## src/rtl/mdr_pkg.sv

```systemverilog
`default_nettype none
// ----------------------------------------------------------------------------
// mdr_pkg
// Shared types and constants for the multichannel deadband reporter.
// ----------------------------------------------------------------------------
package mdr_pkg;

   // Channel count default and per-channel reset values.
   localparam int unsigned CHANNELS_DEFAULT = 18;
   localparam logic [15:0] DEFAULT_THRESHOLD_MV = 16'd100;
   localparam logic signed [15:0] FORCE_PRELOAD_MV = -16'sd100;
   localparam logic signed [15:0] LAST_RESET_MV = 16'sd0;

   // Operation codes carried in the op field.
   typedef enum logic [1:0] {
      OP_SAMPLE = 2'd0,
      OP_SET    = 2'd1,
      OP_FORCE  = 2'd2
   } op_type;

   // Sequencer states.
   typedef enum logic {
      ST_IDLE = 1'b0,
      ST_EXEC = 1'b1
   } state_type;

   // Input beat.
   typedef struct packed {
      logic [1:0]         op;
      logic [4:0]         channel_id;
      logic signed [15:0] sample_mv;
      logic [15:0]        threshold_mv;
   } req_type;

   // Result beat.
   typedef struct packed {
      logic [5:0]         report_channel;
      logic signed [15:0] report_mv;
   } rsp_type;

   // Controls from the sequencer to the datapath.
   typedef struct packed {
      logic req_ready;
      logic exec_fire;
   } ctrl_type;

endpackage

`default_nettype wire

```

## src/rtl/mdr_ram.sv

```systemverilog
`default_nettype none
// ----------------------------------------------------------------------------
// mdr_ram
// Simple dual-port synchronous RAM, one write and one registered read port.
// ----------------------------------------------------------------------------
module mdr_ram #(
   parameter int unsigned DEPTH  = 18,
   parameter int unsigned WIDTH  = 16,
   parameter int unsigned ADDR_W = 5
) (
   input  wire logic              clock,
   input  wire logic              wr_en,
   input  wire logic [ADDR_W-1:0] wr_addr,
   input  wire logic [WIDTH-1:0]  wr_data,
   input  wire logic              rd_en,
   input  wire logic [ADDR_W-1:0] rd_addr,
   output logic      [WIDTH-1:0]  rd_data
);

   logic [WIDTH-1:0] mem [DEPTH];
   logic [WIDTH-1:0] rd_data_ff;

   // Write port.
   always_ff @(posedge clock) begin
      if (wr_en) begin
         mem[wr_addr] <= wr_data;
      end
   end

   // Registered read port.
   always_ff @(posedge clock) begin
      if (rd_en) begin
         rd_data_ff <= mem[rd_addr];
      end
   end

   assign rd_data = rd_data_ff;

endmodule

`default_nettype wire

```

## src/rtl/mdr_fsm.sv

```systemverilog
`default_nettype none
// ----------------------------------------------------------------------------
// mdr_fsm
// Two-state sequencer: take a beat and read the tables, then update them.
// ----------------------------------------------------------------------------
module mdr_fsm
   import mdr_pkg::*;
(
   input  wire logic     clock,
   input  wire logic     reset,
   input  wire logic     req_valid,
   input  wire logic     out_free,
   output ctrl_type      ctrl
);

   state_type state_ff;
   state_type state_in;

   // Next state.
   always_comb begin
      state_in = state_ff;
      unique case (state_ff)
         ST_IDLE: begin
            if (req_valid) begin
               state_in = ST_EXEC;
            end
         end
         ST_EXEC: begin
            if (out_free) begin
               state_in = ST_IDLE;
            end
         end
         default: state_in = ST_IDLE;
      endcase
   end

   // Outputs.
   always_comb begin
      ctrl = '0;
      unique case (state_ff)
         ST_IDLE: ctrl.req_ready = 1'b1;
         ST_EXEC: ctrl.exec_fire = out_free;
         default: ctrl = '0;
      endcase
   end

   always_ff @(posedge clock) begin
      if (reset) begin
         state_ff <= ST_IDLE;
      end else begin
         state_ff <= state_in;
      end
   end

endmodule

`default_nettype wire

```

## src/rtl/multichannel_deadband_reporter_unit.sv

```systemverilog
`default_nettype none
// ----------------------------------------------------------------------------
// multichannel_deadband_reporter_unit
// Report-by-exception filter: per channel threshold and last report, kept in
// two small RAMs and updated by a read-modify-write sequence.
// ----------------------------------------------------------------------------
//   Channel   Direction   Beat
//   req_      in          op, channel id, sample, threshold
//   rsp_      out         reported channel id and value
//
// Each beat is handled as a table read in the accept cycle, then a compare and
// write-back cycle. The write-back cycle waits while an earlier
// result still sits in the output register and is not being taken.
// After reset per-entry valid bits make both tables read as their reset
// values at once; there is no clearing pass.
// ----------------------------------------------------------------------------
module multichannel_deadband_reporter_unit
   import mdr_pkg::*;
#(
   parameter int unsigned CHANNELS = CHANNELS_DEFAULT
) (
   input  wire logic    clock,
   input  wire logic    reset,
   input  wire logic    req_valid,
   output logic         req_ready,
   input  wire req_type req_payload,
   output logic         rsp_valid,
   input  wire logic    rsp_ready,
   output rsp_type      rsp_payload
);

   localparam int unsigned IDX_W = (CHANNELS > 1) ? $clog2(CHANNELS) : 1;
   localparam logic [5:0] LAST_CH = 6'(CHANNELS - 1);

   ctrl_type ctrl;
   logic     out_free;
   logic     req_fire;

   // Captured beat and its decoded table index.
   req_type          item_ff;
   logic [IDX_W-1:0] idx_ff;
   logic             in_range_ff;
   logic [IDX_W-1:0] chan_idx;
   logic [IDX_W-1:0] rd_addr;
   logic             chan_ok;

   logic [IDX_W-1:0] scan_ptr_ff;
   logic [IDX_W-1:0] scan_ptr_in;

   logic [CHANNELS-1:0] thr_valid_ff;
   logic [CHANNELS-1:0] last_valid_ff;

   logic [15:0]        thr_rd;
   logic [15:0]        last_rd;
   logic [15:0]        thr_cur;
   logic signed [15:0] last_cur;
   logic signed [16:0] diff;
   logic [16:0]        mag;
   logic               report;

   logic               thr_wr;
   logic               last_wr;
   logic signed [15:0] last_wdata;

   rsp_type rsp_ff;
   logic    rsp_valid_ff;

   assign out_free  = !rsp_valid_ff || rsp_ready;
   assign req_ready = ctrl.req_ready;
   assign req_fire  = req_valid && ctrl.req_ready;

   mdr_fsm u_fsm (
      .clock     (clock),
      .reset     (reset),
      .req_valid (req_valid),
      .out_free  (out_free),
      .ctrl      (ctrl)
   );

   // Decode the addressed channel; ids are one-based.
   assign chan_ok  = (req_payload.channel_id != 5'd0) &&
                     ({1'b0, req_payload.channel_id} <= 6'(CHANNELS));
   assign chan_idx = IDX_W'(req_payload.channel_id - 5'd1);
   assign rd_addr  = (req_payload.op == OP_SAMPLE) ? scan_ptr_ff : chan_idx;

   always_ff @(posedge clock) begin
      if (req_fire) begin
         item_ff     <= req_payload;
         idx_ff      <= rd_addr;
         in_range_ff <= chan_ok;
      end
   end

   mdr_ram #(
      .DEPTH  (CHANNELS),
      .WIDTH  (16),
      .ADDR_W (IDX_W)
   ) u_thr_ram (
      .clock   (clock),
      .wr_en   (thr_wr),
      .wr_addr (idx_ff),
      .wr_data (item_ff.threshold_mv),
      .rd_en   (req_fire),
      .rd_addr (rd_addr),
      .rd_data (thr_rd)
   );

   mdr_ram #(
      .DEPTH  (CHANNELS),
      .WIDTH  (16),
      .ADDR_W (IDX_W)
   ) u_last_ram (
      .clock   (clock),
      .wr_en   (last_wr),
      .wr_addr (idx_ff),
      .wr_data (last_wdata),
      .rd_en   (req_fire),
      .rd_addr (rd_addr),
      .rd_data (last_rd)
   );

   // Entries never written read as their reset values.
   assign thr_cur  = thr_valid_ff[idx_ff] ? thr_rd : DEFAULT_THRESHOLD_MV;
   assign last_cur = last_valid_ff[idx_ff] ? $signed(last_rd) : LAST_RESET_MV;

   // Deadband test: magnitude of the 17-bit difference against the threshold.
   assign diff   = {item_ff.sample_mv[15], item_ff.sample_mv} - {last_cur[15], last_cur};
   assign mag    = diff[16] ? 17'(-diff) : 17'(diff);
   assign report = ({1'b0, thr_cur} < mag);

   // Write-back decisions.
   always_comb begin
      thr_wr     = 1'b0;
      last_wr    = 1'b0;
      last_wdata = item_ff.sample_mv;
      if (ctrl.exec_fire) begin
         case (item_ff.op)
            OP_SAMPLE: last_wr = report;
            OP_SET:    thr_wr  = in_range_ff;
            OP_FORCE: begin
               last_wr    = in_range_ff;
               last_wdata = FORCE_PRELOAD_MV;
            end
            default: begin
               thr_wr  = 1'b0;
               last_wr = 1'b0;
            end
         endcase
      end
   end

   // Scan pointer advances after every sample and wraps at the last channel.
   always_comb begin
      scan_ptr_in = scan_ptr_ff;
      if (ctrl.exec_fire && (item_ff.op == OP_SAMPLE)) begin
         if (6'(scan_ptr_ff) >= LAST_CH) begin
            scan_ptr_in = '0;
         end else begin
            scan_ptr_in = scan_ptr_ff + IDX_W'(1);
         end
      end
   end

   // Control state: pointer and entry valid bits.
   always_ff @(posedge clock) begin
      if (reset) begin
         scan_ptr_ff   <= '0;
         thr_valid_ff  <= '0;
         last_valid_ff <= '0;
      end else begin
         scan_ptr_ff <= scan_ptr_in;
         if (thr_wr) begin
            thr_valid_ff[idx_ff] <= 1'b1;
         end
         if (last_wr) begin
            last_valid_ff[idx_ff] <= 1'b1;
         end
      end
   end

   // Output register.
   always_ff @(posedge clock) begin
      if (reset) begin
         rsp_valid_ff <= 1'b0;
      end else if (ctrl.exec_fire && (item_ff.op == OP_SAMPLE) && report) begin
         rsp_valid_ff <= 1'b1;
      end else if (rsp_ready) begin
         rsp_valid_ff <= 1'b0;
      end
   end

   always_ff @(posedge clock) begin
      if (ctrl.exec_fire && (item_ff.op == OP_SAMPLE) && report) begin
         rsp_ff.report_channel <= 6'(idx_ff) + 6'd1;
         rsp_ff.report_mv      <= item_ff.sample_mv;
      end
   end

   assign rsp_valid   = rsp_valid_ff;
   assign rsp_payload = rsp_ff;

endmodule

`default_nettype wire
```

## config.mk

```make
export PLATFORM = sky130hd
export DESIGN_NAME = multichannel_deadband_reporter_unit
export DESIGN_NICKNAME = d
export VERILOG_FILES = /design/src/rtl/mdr_pkg.sv /design/src/rtl/mdr_ram.sv /design/src/rtl/mdr_fsm.sv /design/src/rtl/multichannel_deadband_reporter_unit.sv
export SDC_FILE = /design/constraint.sdc
export NUM_CORES = 1
export LEC_CHECK = 0
export BUFFER_PORTS_ARGS = -buffer_cell sky130_fd_sc_hd__clkbuf_2
export CAP_MARGIN = 0
export CORE_MARGIN = 5
export CORE_UTILIZATION = 60
export CTS_BUF_LIST = sky130_fd_sc_hd__clkbuf_2 sky130_fd_sc_hd__clkbuf_4 sky130_fd_sc_hd__clkbuf_8
export DETAILED_ROUTE_END_ITERATION = 10
export HOLD_SLACK_MARGIN = 0.05
export PLACE_DENSITY = 0.74
export SYNTH_ARGS = -nofsm -noshare
export SYNTH_HDL_FRONTEND = slang
export SYNTH_SLANG_ARGS = --single-unit
```

## constraint.sdc

```tcl
create_clock -name clock -period 13.2 [get_ports clock]
set_clock_uncertainty 0.15 [all_clocks]
set_input_delay 1.32 -clock clock [delete_from_list [all_inputs] [get_ports clock]]
set_output_delay 1.32 -clock clock [all_outputs]
set_load 0.05 [all_outputs]
```

* Yosys cells after proc, flatten, opt, wreduce, memory -nomap -nowiden
Memory sizes are Yosys's and may differ from the RTL's. A register that Yosys moved wholly into a read port is not among the register bits.
Index checks and enable logic that the tools add are counted.
** Storage, ports and cells
- Flip-flop bits (word level) :: 105
- RAM bits :: 576
- Bits of input ports :: 43
- Output and inout port bits :: 24
- Logic and storage cells :: 68
- Memories :: 2
** Memories
- u_last_ram.mem :: words 18, width 16, read ports 1, clocked after Yosys merged registers in 1, write ports 1, RTL line mdr_ram.sv:20 : logic [WIDTH-1:0] mem [DEPTH];
- u_thr_ram.mem :: words 18, width 16, read ports 1, clocked after Yosys merged registers in 1, write ports 1, RTL line mdr_ram.sv:20
** Cells by class
- $add $sub $neg :: 5
- Order comparisons :: 5
- Eq/ne operators :: 2
- Muxes and demuxes :: 28
- Bitwise logic cells :: 3
- Reduce and logical (&&, ||, !) cells :: 11
** Operators with widths (number)
- 2-to-1 mux 16 bit :: 4
- OR 18 bit :: 2
- < comparator 16 x 17 -> 1 bit :: 1
- 2-to-1 mux 17 bit :: 1
- negation 17 bit :: 1
- subtractor 16 x 16 -> 17 bit :: 1
- 2-to-1 mux 1 bit :: 16
- binary-select mux 1 bit (select 5 bit) :: 2
- 2-to-1 mux 5 bit :: 2
- adder 5 x 1 -> 6 bit, second input constant :: 1
- < comparator 5 x 6 -> 1 bit, second input constant :: 1
- adder 5 x 1 -> 5 bit, second input constant :: 1
- demux 1 bit (select 5 bit) :: 1
- greater-or-equal comparator 5 x 1 -> 1 bit, second input constant :: 1
- greater-or-equal comparator 5 bit, second input constant :: 1
- less-or-equal comparator 5 bit, second input constant :: 1
- logical AND 1 bit :: 5
- nonzero test 5 bit :: 1
- subtractor 5 x 1 -> 5 bit, second input constant :: 1
- logical NOT 2 bit :: 2
- one-hot mux 1 bit (2 select lines) :: 2
- == test 2 x 1 -> 1 bit, second input constant :: 1
- == test 2 bit, second input constant :: 1
- nonzero test 2 bit :: 1
- other kinds (3) :: 3

* Depth between registers and ports, before layout
- Depth after elaboration :: 11
- Mapped depth :: 28

* By module
Synthesis repeated with hierarchy kept, for this count alone.
** Unflattened totals
- Cells, all modules :: 1689
- Area, all modules :: 29384.4 um2
** By module, submodules not included
- mdr_ram :: times used 2, cells each 544, area each 11609.9 um2
- multichannel_deadband_reporter_unit :: times used 1, cells each 595, area each 6112.1 um2
- mdr_fsm :: times used 1, cells each 6, area each 52.6 um2

* Least setup slack after synthesis
Ideal clock, no wire load.
- Path kind :: reg2reg
- Start point :: register idx_ff[1]
- End point :: memory u_last_ram.mem[6][0] (enable)
- Setup time :: 0.413 ns
- Data arrival time :: 6.583 ns
- Required time :: 12.637 ns
- Path slack :: 6.054 ns
- Stages on the path, launching flop included :: 26
- Buffers on the path :: 2
- Period minus slack after synthesis :: 7.146 ns
- Path through :: edfxtp_1 buf_1 mux4_2 mux2i_1 nor2_1 a31oi_1 o21ai_1 and2_1 ha_1 inv_1 fa_1 a211oi_2 o21ai_1 a31oi_2 o31ai_1 nor2_1 xor2_1 ha_1 and3_1 a221o_1 a221o_1 a221o_1 o21ai_2 a21oi_4 buf_4 nor3b_1
** On the way
- Word-level cells in the longest chain between the ends :: 11
- Elaborated cells on any way between the ends :: 14
- Classes of those cells :: add/sub: 2; order compare: 1; mux: 11
** RTL lines
- start: declaration :: RTL line multichannel_deadband_reporter_unit.sv:41 : logic [IDX_W-1:0] idx_ff;
- start signal: assignment :: RTL line multichannel_deadband_reporter_unit.sv:89 : idx_ff <= rd_addr;
- binary-select mux 1 bit (select 5 bit) :: RTL line multichannel_deadband_reporter_unit.sv:124 : assign last_cur = last_valid_ff[idx_ff] ? $signed(last_rd) : LAST_RESET_MV;
- 2-to-1 mux 1 bit (not written as such) :: RTL line multichannel_deadband_reporter_unit.sv:124
- 2-to-1 mux 16 bit :: RTL line multichannel_deadband_reporter_unit.sv:124
- subtractor 16 x 16 -> 17 bit :: RTL line multichannel_deadband_reporter_unit.sv:127 : assign diff = {item_ff.sample_mv[15], item_ff.sample_mv} - {last_cur[15], last_cur};
- negation 17 bit :: RTL line multichannel_deadband_reporter_unit.sv:128 : assign mag = diff[16] ? 17'(-diff) : 17'(diff);
- 2-to-1 mux 17 bit :: RTL line multichannel_deadband_reporter_unit.sv:128
- < comparator 16 x 17 -> 1 bit :: RTL line multichannel_deadband_reporter_unit.sv:129 : assign report = ({1'b0, thr_cur} < mag);
- one-hot mux 1 bit (2 select lines) :: RTL line multichannel_deadband_reporter_unit.sv:137 : case (item_ff.op)
- 2-to-1 mux 1 bit :: RTL line multichannel_deadband_reporter_unit.sv:136 : if (ctrl.exec_fire) begin
- 2-to-1 mux 1 bit :: RTL line mdr_ram.sv:25 : if (wr_en) begin
- 2-to-1 mux 1 bit (not written as such) :: RTL line mdr_ram.sv:26 : mem[wr_addr] <= wr_data;
- end: declaration :: RTL line mdr_ram.sv:20
Several ways; a longest one is shown, not always the timed one. The select of a mux whose other input is x is not followed.

* Worst setup path after layout
- Start point :: register idx_ff[0]
- End point :: memory u_last_ram.mem[1][1] (enable)
Same word-level chain as after synthesis.

==> reports/results.tsv <==
metric	value	unit
Mapped Nets	2409	
# hold bufs at CTS	0	
Hold Crit Class	flip-flop to flip-flop	
fin crit share	59.9	%
Net Sw Frac	24.2	%
CTS Sinks	713	
# setup viols final	0	
WHS Endpoint	last_valid_ff[8]$_SDFFE_PP0P_	
Die Area	53900	µm²
Placement Cell Area	30700	µm²
CTS buffer count	109	
GRT overflow	0	
Psw	1.16	mW
delay-heaviest family, CP	compound AO/OA/AOI/OAI gates	
H-tree levels	3	
R2R setup slack	5.30	ns
I/O Buffers	66	
Max Clk Rate	127	MHz
final net count	2484	
Seq pwr share	53.1	%
Synth Cell Area	29600	µm²
Area growth, synth to finish	10.9	%
end of the worst register-to-register path	u_last_ram.mem[1][1]$_DFFE_PP_	
Worst path slowest cell	o21ai_1	
Worst-Skew Late Latency	0.70	ns
Initial DRC Count	2375	
pin count of the biggest net entering global routing	167	
ys async rst share	0	%
critical path class	flip-flop to flip-flop	
minimum clock period	7.90	ns
share of the yosys chip area belonging to registers	70.9	%
drt drc	0	
Clock Root Buffer	clkbuf_8	
antenna cells	0	
Final Util	67.2	%
Largest stage delay, worst path	1.04	ns
Vias/cell	6.11	
crit path cell chain	mux4_2 > mux2i_1 > nor2_1 > a31oi_1 > o21ai_1 > and2_1 > ha_1 > inv_1 > fa_1 > a211oi_2 > o21ai_1 > a31oi_2 > o31a_2 > o21ai_0 > xor2_1 > ha_1 > and3_1 > a221o_1 > a221o_1 > a221o_1 > o21ai_2 > a21oi_4 > buf_4 > nor2_2	
Site Rows	81	
min-delay src	last_valid_ff[8]$_SDFFE_PP0P_	
DRT antenna net count	0	
Final HPWL DP	40700	µm
Synth Area per Inst	12.7	µm²
hold depth	2	
clk buf depth	3	
number of global-route vias before repair	18100	
Core Box Area	48800	µm²
Total Wirelength	71000	µm
Setup TNS Final	0	ns
Initial Utilization	60.6	%
Worst Setup Start Kind	flip-flop	
maximum vdd drop	0.000130	V
RSZ-0062 raised after global routing	no	
Vias	19200	
non-filler instance count after layout	3145	
Die Ht	232	µm
Post-synth EDFFs	670	
layout cells sized above 1	13.9	%
post-CTS resize count	0	
Power per Cell Area	146	nW/µm²
Worst Slack Setup Final	5.30	ns
Worst-Margin Slew	1.33	ns
Rel. slew slack	10.5	%
TritonCTS clock tree	built	
drt first pass iters	7	
synthesized flop and latch total	713	
fillcell total	3411	
CP required	13.37	ns
clk slew on worst S/H paths	0.07	ns
status	finished clean	
GRT Overall Usage	26.1	%
Arrival @ worst endpoint	8.07	ns
reg-to-reg startpoint	idx_ff[0]$_DFFE_PP_	
Post-Synthesis Cells	2324	
critical path endpoint category	flip-flop	
# placed instances	2952	
design area	32800	µm²
Pint	3.63	mW
final-report max-slew violation count	0	
synth warn	0	
synth unique cells	68	
routability cong.	0.880	
max cap viols	0	
CP max FO	36	
leakage	11.6	nW
cell mode on critical path	a221o_1	
WL per Instance	22.6	µm
CP bufs+invs	2	
clock group share of total power	37.8	%
IO Pins	67	
Die X-Extent	232	µm
Logic pwr share	9.2	%
top_reg_cell synth	edfxtp_1	
Setup Fix Bufs, Post-CTS	0	
post-place setup slack	5.43	ns
initial antenna violation count	1	
Worst Reg-to-Reg Cells	24	
Hold Violations, Final	0	
first-pass GRT wire length	107000	µm
==> worst max-delay path by stage <==
stage               slack [ns]                                to  cells after the start                start
floorplan                 6.05    u_last_ram.mem[6][0]$_DFFE_PP_                     25  idx_ff[1]$_DFFE_PP_
global placement          5.59    u_last_ram.mem[8][4]$_DFFE_PP_                     24  idx_ff[0]$_DFFE_PP_
detailed placement        5.43   u_last_ram.mem[10][7]$_DFFE_PP_                     24  idx_ff[0]$_DFFE_PP_
CTS                       5.38  u_last_ram.mem[10][15]$_DFFE_PP_                     24  idx_ff[0]$_DFFE_PP_
global route              4.78  u_last_ram.mem[10][14]$_DFFE_PP_                     25  idx_ff[3]$_DFFE_PP_
finish                    5.30    u_last_ram.mem[1][1]$_DFFE_PP_                     24  idx_ff[0]$_DFFE_PP_
==> sequential cells by signal (all words and copies together) (netlist names), 5 cells and up <==
name                cells
item_ff                34
rsp_payload            22
u_last_ram.mem        288
last_valid_ff          18
thr_valid_ff           18
u_thr_ram.rd_data      16
u_thr_ram.mem         288
u_last_ram.rd_data     16
idx_ff                  5
scan_ptr_ff             5
==> worst register-to-register path, cell delays in order (launching register included) <==
cell and delay, ns:
edfxtp_1 0.64, mux4_2 0.45, mux2i_1 0.06, nor2_1 0.10, a31oi_1 0.05, o21ai_1 1.04
and2_1 0.25, ha_1 0.17, inv_1 0.06, fa_1 0.42, a211oi_2 0.27, o21ai_1 0.17
a31oi_2 0.34, o31a_2 0.31, o21ai_0 0.14, xor2_1 0.21, ha_1 0.27, and3_1 0.16
a221o_1 0.35, a221o_1 0.31, a221o_1 0.41, o21ai_2 0.10, a21oi_4 0.04, buf_4 0.29
nor2_2 0.75
==> cells in the final DEF (no fill, tap or decap), drive strengths merged, types with 3 or more instances in the layout <==
| cell type | count |
|---|---|
| mux4 | 8 |
| nand4 | 3 |
| xnor2 | 14 |
| buf | 39 |
| o31ai | 8 |
| nand3 | 137 |
| nor3 | 8 |
| o21ai | 18 |
| a31o | 3 |
| o32ai | 10 |
| ha | 41 |
| nor2b | 6 |
| nor3b | 5 |
| a211oi | 4 |
| nand2b | 25 |
| nand2 | 636 |
| bufinv | 5 |
| o21ba | 5 |
| a221o | 3 |
| dfxtp | 43 |
| a31oi | 37 |
| a311oi | 96 |
| and3 | 70 |
| clkbuf | 212 |
| nor4 | 7 |
| nor2 | 89 |
| o22ai | 4 |
| edfxtp | 670 |
| a21oi | 90 |
| and2 | 19 |
| o211ai | 6 |
| inv | 33 |
| or2 | 3 |
| mux2i | 5 |
| xor2 | 20 |
| clkinv | 40 |
| a21o | 38 |
==> cell usage after synthesis (all sizes together), types with 6 or more instances <==
library cell	instances	area share (%)
and3	70	1.5
o31ai	8	0.27
o32ai	10	0.40
nor3	8	0.14
o21ai	18	0.32
a31oi	37	0.80
nand2	636	8.1
a311oi	96	2.8
nor2	89	1.1
mux4	8	0.61
clkbuf	103	1.3
nor2b	6	0.13
nor4	7	0.24
edfxtp	670	68
nand2b	25	0.53
dfxtp	43	2.9
and2	19	0.40
nand3	137	2.3
xnor2	14	0.41
a21oi	90	1.6
o211ai	6	0.15
xor2	20	0.59
buf	38	0.64
ha	41	1.7
a21o	38	0.96
inv	33	0.42
==> layer usage <==
layer,up-vias,track usage [%],wire (µm)
li1,8686,-,-
met1,9366,39.1,29000
met2,1061,39.6,32600
met3,110,5.34,7960
met4,2,7.44,1400
met5,-,0,9
==> area by class of cell <==
cell class | instances | area, µm² | share of cell area, %
sequential | 713 | 21000 | 63.9
multi-input combinational | 1437 | 8090 | 24.6
clock buffer | 146 | 1820 | 5.55
tap | 664 | 831 | 2.53
timing repair buffer | 105 | 648 | 1.97
clock inverter | 47 | 335 | 1.02
inverter | 33 | 131 | 0.400
==> per-stage QoR <==
step	hold WS (ns)	power (mW)
3_5_place_dp	0.303	3.02
4_1_cts	0.315	4.80
3_3_place_gp	0.296	3.01
6_report	0.318	4.79
2_1_floorplan	0.281	2.87
5_1_grt	0.337	4.95
==> power groups by stage <==
stage          Combinational (mW)  Clock (mW)  Sequential, mW
6_report                    0.440        1.81            2.54
5_1_grt                     0.476        1.94            2.54
4_1_cts                     0.433        1.83            2.54
3_5_place_dp                0.430           0            2.59
3_3_place_gp                0.421           0            2.58
2_1_floorplan               0.298           0            2.57
==> cells by family after synthesis <==
family	Yosys count	synth area share (%)
mux	13	0.778
xor+xnor	34	1.01
flops	713	70.9
simple gates	1014	14.9
compound gates	334	8.27
buf+inv	174	2.37
fa+ha+maj	42	1.80
Note: power is estimated with default switching activity, not from simulation.
